--- config.mk ---
export PLATFORM = sky130hd
export DESIGN_NAME = framed_four_symbol_modulator_top
export DESIGN_NICKNAME = d
export VERILOG_FILES = /design/src/rtl/ffsm_pkg.sv /design/src/rtl/framed_four_symbol_modulator_top.sv
export SDC_FILE = /design/constraint.sdc
export NUM_CORES = 1
export LEC_CHECK = 0
export ABC_AREA = 1
export ABC_CLOCK_PERIOD_IN_PS = 5500
export CAP_MARGIN = 10
export CORE_AREA = 2 2 180 94
export DETAILED_ROUTE_END_ITERATION = 8
export DIE_AREA = 0 0 182 96
export DONT_BUFFER_PORTS = 1
export MAX_ROUTING_LAYER = met4
export PLACE_DENSITY_LB_ADDON = 0.05
export SYNTH_ARGS = -nofsm -noshare
export SYNTH_HDL_FRONTEND = slang
export SYNTH_SLANG_ARGS = --single-unit
--- constraint.sdc ---
create_clock -name clk_i -period 5.5 [get_ports clk_i]
set_clock_uncertainty 0.15 [all_clocks]
set_input_delay 0.55 -clock clk_i [delete_from_list [all_inputs] [get_ports clk_i]]
set_output_delay 0.55 -clock clk_i [all_outputs]
set_load 0.05 [all_outputs]
--- src/rtl/ffsm_pkg.sv ---
package ffsm_pkg;

  localparam int SAMPLES_PER_SYMBOL = 32;
  localparam int MAX_PAYLOAD        = 16;

  localparam int SMP_W  = 12;
  localparam int IDX_W  = $clog2(SAMPLES_PER_SYMBOL);
  localparam int CNT_W  = $clog2(MAX_PAYLOAD + 1);
  localparam int PL_W   = (MAX_PAYLOAD > 1) ? $clog2(MAX_PAYLOAD) : 1;
  localparam int FP_W   = $clog2(12 + 4 * MAX_PAYLOAD);

  localparam logic [SMP_W-1:0] MIDSCALE = 12'h800;

  typedef enum logic [1:0] {
    ACT_BUFFER = 2'd0,
    ACT_WRITE  = 2'd1,
    ACT_SEND   = 2'd2
  } action_e;

  // symbol codes: bit1 half amplitude, bit0 inverted phase
  localparam logic [1:0] SYM_IDLE_A = 2'd0;
  localparam logic [1:0] SYM_IDLE_B = 2'd3;
  localparam logic [1:0] SYNC_DIG_A = 2'd1;
  localparam logic [1:0] SYNC_DIG_B = 2'd2;

  // positive half period, full or half amplitude
  function automatic logic [10:0] half_wave(input logic half, input logic [3:0] j);
    logic [10:0] full_v;
    logic [10:0] half_v;
    case (j)
      4'd0:    begin full_v = 11'h000; half_v = 11'h000; end
      4'd1:    begin full_v = 11'h18F; half_v = 11'h0C8; end
      4'd2:    begin full_v = 11'h30F; half_v = 11'h187; end
      4'd3:    begin full_v = 11'h471; half_v = 11'h238; end
      4'd4:    begin full_v = 11'h5A7; half_v = 11'h2D3; end
      4'd5:    begin full_v = 11'h6A6; half_v = 11'h353; end
      4'd6:    begin full_v = 11'h763; half_v = 11'h3B1; end
      4'd7:    begin full_v = 11'h7D8; half_v = 11'h3EB; end
      4'd8:    begin full_v = 11'h7FF; half_v = 11'h3FF; end
      4'd9:    begin full_v = 11'h7D8; half_v = 11'h3EB; end
      4'd10:   begin full_v = 11'h763; half_v = 11'h3B1; end
      4'd11:   begin full_v = 11'h6A6; half_v = 11'h353; end
      4'd12:   begin full_v = 11'h5A7; half_v = 11'h2D3; end
      4'd13:   begin full_v = 11'h471; half_v = 11'h238; end
      4'd14:   begin full_v = 11'h30F; half_v = 11'h187; end
      default: begin full_v = 11'h18F; half_v = 11'h0C8; end
    endcase
    return half ? half_v : full_v;
  endfunction

  // 2-bit digit of a byte, least significant first
  function automatic logic [1:0] digit_of(input logic [7:0] b, input logic [1:0] sel);
    return b[2*sel +: 2];
  endfunction

endpackage

--- src/rtl/framed_four_symbol_modulator_top.sv ---
// Framed four-symbol modulator.
// Input stream (s_axis): tuser carries the action, tdata the payload byte.
//   action 0 asks for one symbol, 1 appends a payload byte, 2 requests a frame.
//   Writes and send requests are taken every cycle and give no output.
//   A symbol request is taken when the sample generator is free, or in the
//   same cycle as the final beat of the current symbol is taken.
// Output stream (m_axis): one DAC sample per beat, 32 beats per symbol,
//   tlast on the 32nd. tuser carries the symbol code and the frame flag.
// Latency: the first sample is valid the cycle after the request is taken.
// Symbol pacing is set by the sample counter that walks the sine table one
//   entry per output beat.
// While idle the symbols alternate 0,3; after an idle pair with a send
// pending the frame digits go out (sync 1,2, id, length, payload, checksum).
// Reset clears the frame sequencer, the payload count, the message id and
// the generator; stored payload bytes are not cleared.
// A stalled receiver holds the current sample; symbol requests wait, while
// writes and send requests are still taken.
module framed_four_symbol_modulator_top
  import ffsm_pkg::*;
(
  input  logic        clk_i,
  input  logic        rst_ni,
  input  logic        s_axis_tvalid_i,
  output logic        s_axis_tready_o,
  input  logic [7:0]  s_axis_tdata_i,   // [7:0] payload_byte
  input  logic [1:0]  s_axis_tuser_i,   // [1:0] action
  output logic        m_axis_tvalid_o,
  input  logic        m_axis_tready_i,
  output logic [15:0] m_axis_tdata_o,   // [11:0] dac_sample, [15:12] zero
  output logic        m_axis_tlast_o,   // last_sample
  output logic [2:0]  m_axis_tuser_o    // [1:0] symbol, [2] sending
);

  // frame sequencer state
  logic             frame_mode_q, frame_mode_d;
  logic             idle_pos_q, idle_pos_d;
  logic [FP_W-1:0]  frame_pos_q, frame_pos_d;
  logic             pending_q, pending_d;
  logic [7:0]       msg_id_q, msg_id_d;
  logic [CNT_W-1:0] pl_count_q, pl_count_d;
  logic [7:0]       checksum_q, checksum_d;
  logic [7:0]       pl_store [MAX_PAYLOAD];

  // sample generator
  logic             active_q, active_d;
  logic [IDX_W-1:0] idx_q, idx_d;
  logic [1:0]       sym_q, sym_d;
  logic             sending_q, sending_d;

  logic             in_fire, out_fire, last_beat, gen_free, busy, wr_en;
  logic             is_buffer;
  logic [FP_W-1:0]  data_end;
  logic [FP_W:0]    pos_inc;
  logic [FP_W-3:0]  byte_k;
  logic [1:0]       digit;
  logic [1:0]       new_sym;
  logic             new_sending;
  logic [IDX_W-1:0] phase_idx;
  logic [10:0]      mag;

  assign last_beat = (idx_q == IDX_W'(SAMPLES_PER_SYMBOL - 1));
  assign out_fire  = m_axis_tvalid_o && m_axis_tready_i;
  assign gen_free  = !active_q || (out_fire && last_beat);
  assign is_buffer = (s_axis_tuser_i == ACT_BUFFER);
  assign s_axis_tready_o = !is_buffer || gen_free;
  assign in_fire   = s_axis_tvalid_i && s_axis_tready_o;
  assign busy      = pending_q || frame_mode_q;
  assign wr_en     = in_fire && (s_axis_tuser_i == ACT_WRITE) && !busy &&
                     (pl_count_q < CNT_W'(MAX_PAYLOAD));

  // frame digit at the current position
  assign data_end = FP_W'(8) + FP_W'({pl_count_q, 2'b00});
  assign pos_inc  = {1'b0, frame_pos_q} + 1'b1;
  assign byte_k   = frame_pos_q[FP_W-1:2] - (FP_W-2)'(2);

  always_comb begin
    if (frame_pos_q == '0) begin
      digit = SYNC_DIG_A;
    end else if (frame_pos_q == FP_W'(1)) begin
      digit = SYNC_DIG_B;
    end else if (frame_pos_q < FP_W'(4)) begin
      // id digits sit at positions 2 and 3: low digit first
      digit = digit_of(msg_id_q, {1'b0, frame_pos_q[0]});
    end else if (frame_pos_q < FP_W'(8)) begin
      digit = digit_of(8'(pl_count_q), frame_pos_q[1:0]);
    end else if (frame_pos_q < data_end) begin
      digit = digit_of(pl_store[byte_k[PL_W-1:0]], frame_pos_q[1:0]);
    end else begin
      // data_end is a multiple of four
      digit = digit_of(checksum_q, frame_pos_q[1:0]);
    end
  end

  always_comb begin
    frame_mode_d = frame_mode_q;
    idle_pos_d   = idle_pos_q;
    frame_pos_d  = frame_pos_q;
    pending_d    = pending_q;
    msg_id_d     = msg_id_q;
    pl_count_d   = pl_count_q;
    checksum_d   = checksum_q;
    new_sym      = SYM_IDLE_A;
    new_sending  = 1'b0;
    if (in_fire) begin
      case (s_axis_tuser_i)
        ACT_WRITE: begin
          if (wr_en) begin
            pl_count_d = pl_count_q + 1'b1;
          end
        end
        ACT_SEND: begin
          if (!busy) begin
            msg_id_d  = msg_id_q + 8'd1;
            pending_d = 1'b1;
          end
        end
        ACT_BUFFER: begin
          if (frame_mode_q) begin
            new_sending = 1'b1;
            new_sym     = digit;
            if (frame_pos_q < data_end) begin
              checksum_d = checksum_q + 8'(digit);
            end
            if (pos_inc < ({1'b0, data_end} + (FP_W+1)'(4))) begin
              frame_pos_d = pos_inc[FP_W-1:0];
            end else begin
              frame_pos_d  = '0;
              frame_mode_d = 1'b0;
              pl_count_d   = '0;
            end
          end else begin
            new_sym = idle_pos_q ? SYM_IDLE_B : SYM_IDLE_A;
            if (!idle_pos_q) begin
              idle_pos_d = 1'b1;
            end else begin
              idle_pos_d = 1'b0;
              if (pending_q) begin
                pending_d    = 1'b0;
                frame_mode_d = 1'b1;
                frame_pos_d  = '0;
                checksum_d   = '0;
              end
            end
          end
        end
        default: begin
        end
      endcase
    end
  end

  // generator next state
  always_comb begin
    active_d  = active_q;
    idx_d     = idx_q;
    sym_d     = sym_q;
    sending_d = sending_q;
    if (out_fire) begin
      idx_d = idx_q + 1'b1;
      if (last_beat) begin
        active_d = 1'b0;
        idx_d    = '0;
      end
    end
    if (in_fire && is_buffer) begin
      active_d  = 1'b1;
      idx_d     = '0;
      sym_d     = new_sym;
      sending_d = new_sending;
    end
  end

  always_ff @(posedge clk_i or negedge rst_ni) begin
    if (!rst_ni) begin
      frame_mode_q <= 1'b0;
      idle_pos_q   <= 1'b0;
      frame_pos_q  <= '0;
      pending_q    <= 1'b0;
      msg_id_q     <= '0;
      pl_count_q   <= '0;
      checksum_q   <= '0;
      active_q     <= 1'b0;
      idx_q        <= '0;
      sym_q        <= '0;
      sending_q    <= 1'b0;
    end else begin
      frame_mode_q <= frame_mode_d;
      idle_pos_q   <= idle_pos_d;
      frame_pos_q  <= frame_pos_d;
      pending_q    <= pending_d;
      msg_id_q     <= msg_id_d;
      pl_count_q   <= pl_count_d;
      checksum_q   <= checksum_d;
      active_q     <= active_d;
      idx_q        <= idx_d;
      sym_q        <= sym_d;
      sending_q    <= sending_d;
    end
  end

  always_ff @(posedge clk_i) begin
    if (wr_en) begin
      pl_store[pl_count_q[PL_W-1:0]] <= s_axis_tdata_i;
    end
  end

  // inverted phase starts half a period in
  assign phase_idx = idx_q + (sym_q[0] ? IDX_W'(SAMPLES_PER_SYMBOL / 2) : '0);
  assign mag       = half_wave(sym_q[1], phase_idx[IDX_W-2:0]);

  assign m_axis_tvalid_o = active_q;
  assign m_axis_tdata_o  = {4'b0000, phase_idx[IDX_W-1] ? (MIDSCALE - SMP_W'(mag))
                                                        : (MIDSCALE + SMP_W'(mag))};
  assign m_axis_tlast_o  = last_beat;
  assign m_axis_tuser_o  = {sending_q, sym_q};

`ifndef SYNTHESIS
  a_idx_idle: assert property (@(posedge clk_i) disable iff (!rst_ni)
    !active_q |-> (idx_q == '0))
    else $error("sample index moved while generator idle");

  a_mode_excl: assert property (@(posedge clk_i) disable iff (!rst_ni)
    frame_mode_q |-> !pending_q)
    else $error("send pending during frame");

  a_pos_idle: assert property (@(posedge clk_i) disable iff (!rst_ni)
    !frame_mode_q |-> (frame_pos_q == '0))
    else $error("frame position nonzero outside frame");

  a_count_max: assert property (@(posedge clk_i) disable iff (!rst_ni)
    pl_count_q <= CNT_W'(MAX_PAYLOAD))
    else $error("payload count beyond capacity");

  a_mid_symbol: assert property (@(posedge clk_i) disable iff (!rst_ni)
    (out_fire && !last_beat) |=> (active_q && $stable(sym_q)))
    else $error("symbol cut short");
`endif

endmodule

==> out/metrics.yaml <==
synthCells: 950
synthDistinctLibCells: 51
async_flop_share: 0.220
core_um2: 15900
powerDensity_nw_per_um2: 633
finalSetupTns_ns: 0
drt_iter0_markers: 762
numCtsBuffers: 17
gp_congestion: 0.885
yosysSeqAreaShare: 0.544
vias_per_cell: 5.67
drtAntennaViolNets: 0
final_common_cell: "nand2_1"
clk_latency_ns: 0.43
cts_htree_levels: 4
track_usage: 0.285
report.final.slew_viol_count: 0
reg2reg_slack_ns: 1.06
layout.nets: 992
cp_max_fo: 7
antenna_found_initial: 0
cts_resized: 0
cts_tree: "built"
netlist_area_um2: 8720
cp.required_ns: 5.65
ys.warnings.count: 0
avgSynthCellArea_um2: 9.18
grt_pass1_wl_um: 35100
worstSetupPathType: "flop to flop"
r2r_end: "checksum_q[6]"
drt_pass1_iterations: 6
wl_per_cell_um: 19.8
critical-path-top-delay-family: "simple AND/OR/NAND/NOR gates"
place.port_buffers: 0
die_h_um: 96
cp_num_buf_inv: 1
fmax_ghz: 0.225
drc_errors: 0
pin_count: 36
yosys_most_used_dff: "edfxtp_1"
cpMostUsedCell: "nand2_1"
cp_slowest_cell: "dfrtp_1"
fin_total_pwr_w: 0.00594
grt_max_degree: 70
ff2ff_path_depth: 25
final_cells: 1165
setup_violations: 0
max_cap_viol_count: 0
worst_pin_slew_ns: 1.12
start_util: 0.547
drt-total-wl_um: 23100
worstReg2RegStart: "pl_count_q[1]"
holdPathEnd: "pl_store[7][7]"
grt_pass1_vias: 5899
min_path_cells: 0
insertedDiodeCount: 0
finalHoldViolCount: 0
end_kind: "flop"
max_stage_delay_ns: 0.47
ir_drop_uv: 825
fp-row-count: 33
clk_pin_slew_worst_paths_ns: 0.07
vias: 6606
hpwl_um: 16500
ys_seq_elements: 164
layout_min_cycle_time_ns: 4.44
die-area_um2: 17500
cts_buffer_depth: 2
status: "complete, no violations"
synth_area_leaders: "edfxtp_1 44%, nand2_1 12%, dfrtp_1 10%"
min-delay-path-class: "input pin to flop"
cts_root_buf: "clkbuf_16"
syn_to_final_growth_pct: 7.72
synth_area_leader_cell: "edfxtp_1"
drive_gt1_frac: 0.0660
synth_top_area_frac: 0.441
period_share: 0.807
grt-ovfl-total: 0
place_inst: 1131
min_from: "s_axis_tdata_i[7]"
arrival_ns: 4.58
die_w_um: 182
relSlewSlack: 0.247
clock-sinks: 164
cts_setup_buffers: 0
synth_edf_count: 128
critPathLaunchType: "flop"
p_leak_nw: 4.04
rsz0062_at_grt: "no"
final_cell_mix: "278 x nand2_1, 128 x edfxtp_1, 122 x nand3_1"
repair_timing:
action | in CTS | in global routing
hold endpoints to repair | 36 | 0
hold buffers | 2 | 0
setup endpoints to repair | 0 | 0
logic make-up (layout without fill, tap and decap cells):
family | Yosys count | after routing | synth area share
buffers and inverters | 133 | 135 | 0.0694
AO/OA/AOI/OAI | 97 | 97 | 0.0635
flip-flops | 164 | 164 | 0.544
adder cells (fa/ha/maj) | 36 | 36 | 0.0525
other | 1 | 4 | 0.000430
AND/OR/NAND/NOR | 494 | 494 | 0.244
XOR/XNOR | 24 | 24 | 0.0250
multiplexers | 1 | 1 | 0.00129
cell type report:
type	instances	area (um2)
clock buffers	18	429
clock inverters	14	136
fillers	1390	6540
inverters	94	355
multi-input cells	656	3380
flip-flops and latches	164	4750
well taps	210	263
repair buffers	9	82.6
flip-flops by register name, indices dropped and copies added, names as in the netlist, 2 cells and up:
| signal | flops |
|---|---|
| sym_q | 2 |
| checksum_q | 8 |
| pl_store | 128 |
| frame_pos_q | 7 |
| msg_id_q | 4 |
| pl_count_q | 5 |
| idx_q | 5 |
worst max-delay path by stage:
stage	startpoint	end	slack [ns]	cells after the start
CTS	sym_q[1]	m_axis_tdata_o[10]	1.06	8
global placement	pl_count_q[1]	checksum_q[6]	1.36	25
detailed placement	pl_count_q[1]	checksum_q[6]	1.17	25
finish	pl_count_q[1]	checksum_q[6]	1.06	25
global route	pl_count_q[1]	checksum_q[6]	0.70	25
floorplan	pl_count_q[1]	checksum_q[6]	1.94	25
stage by stage:
stage	hold WS [ns]	utilization	instance area, um2	setup slack [ns]
after floorplan	0.104	-	8730	1.94
after global placement	0.105	0.552	8800	1.36
after detailed placement	0.105	0.552	8800	1.17
after CTS	0.0575	0.590	9400	1.06
after global routing	0.0488	0.590	9400	0.702
final	0.0678	0.590	9400	1.06
Yosys cell counts (2+ instances only):
master	count
nand2_1	278
edfxtp_1	128
nand3_1	122
inv_1	87
nor2_1	67
dfrtp_1	36
ha_1	35
a21oi_1	30
o21ai_0	30
xor2_1	18
buf_2	17
o21ai_1	10
buf_4	8
o22ai_1	8
buf_6	7
clkbuf_1	6
inv_2	5
xnor2_1	5
a31oi_1	4
nor3_1	4
nand2_2	3
nor2_2	3
nor3_2	3
a21boi_0	2
a22o_1	2
nor2_4	2
nor3b_1	2
o211ai_1	2
o21a_1	2
o31ai_1	2
or2_2	2
report_power, final:
group	internal (W)	switching (W)
sequential	0.00145	0.000214
clock	0.000664	0.000481
combinational	0.000832	0.00231
total	0.00294	0.00300
layer usage:
metal,global-route usage,wire (um),part of all wire
met4,0.0504,96,0.0042
met5,-,0,0
met2,0.349,8410,0.36
met3,0.0878,2530,0.11
met1,0.451,12000,0.52
(Power assumes the default switching activity.)
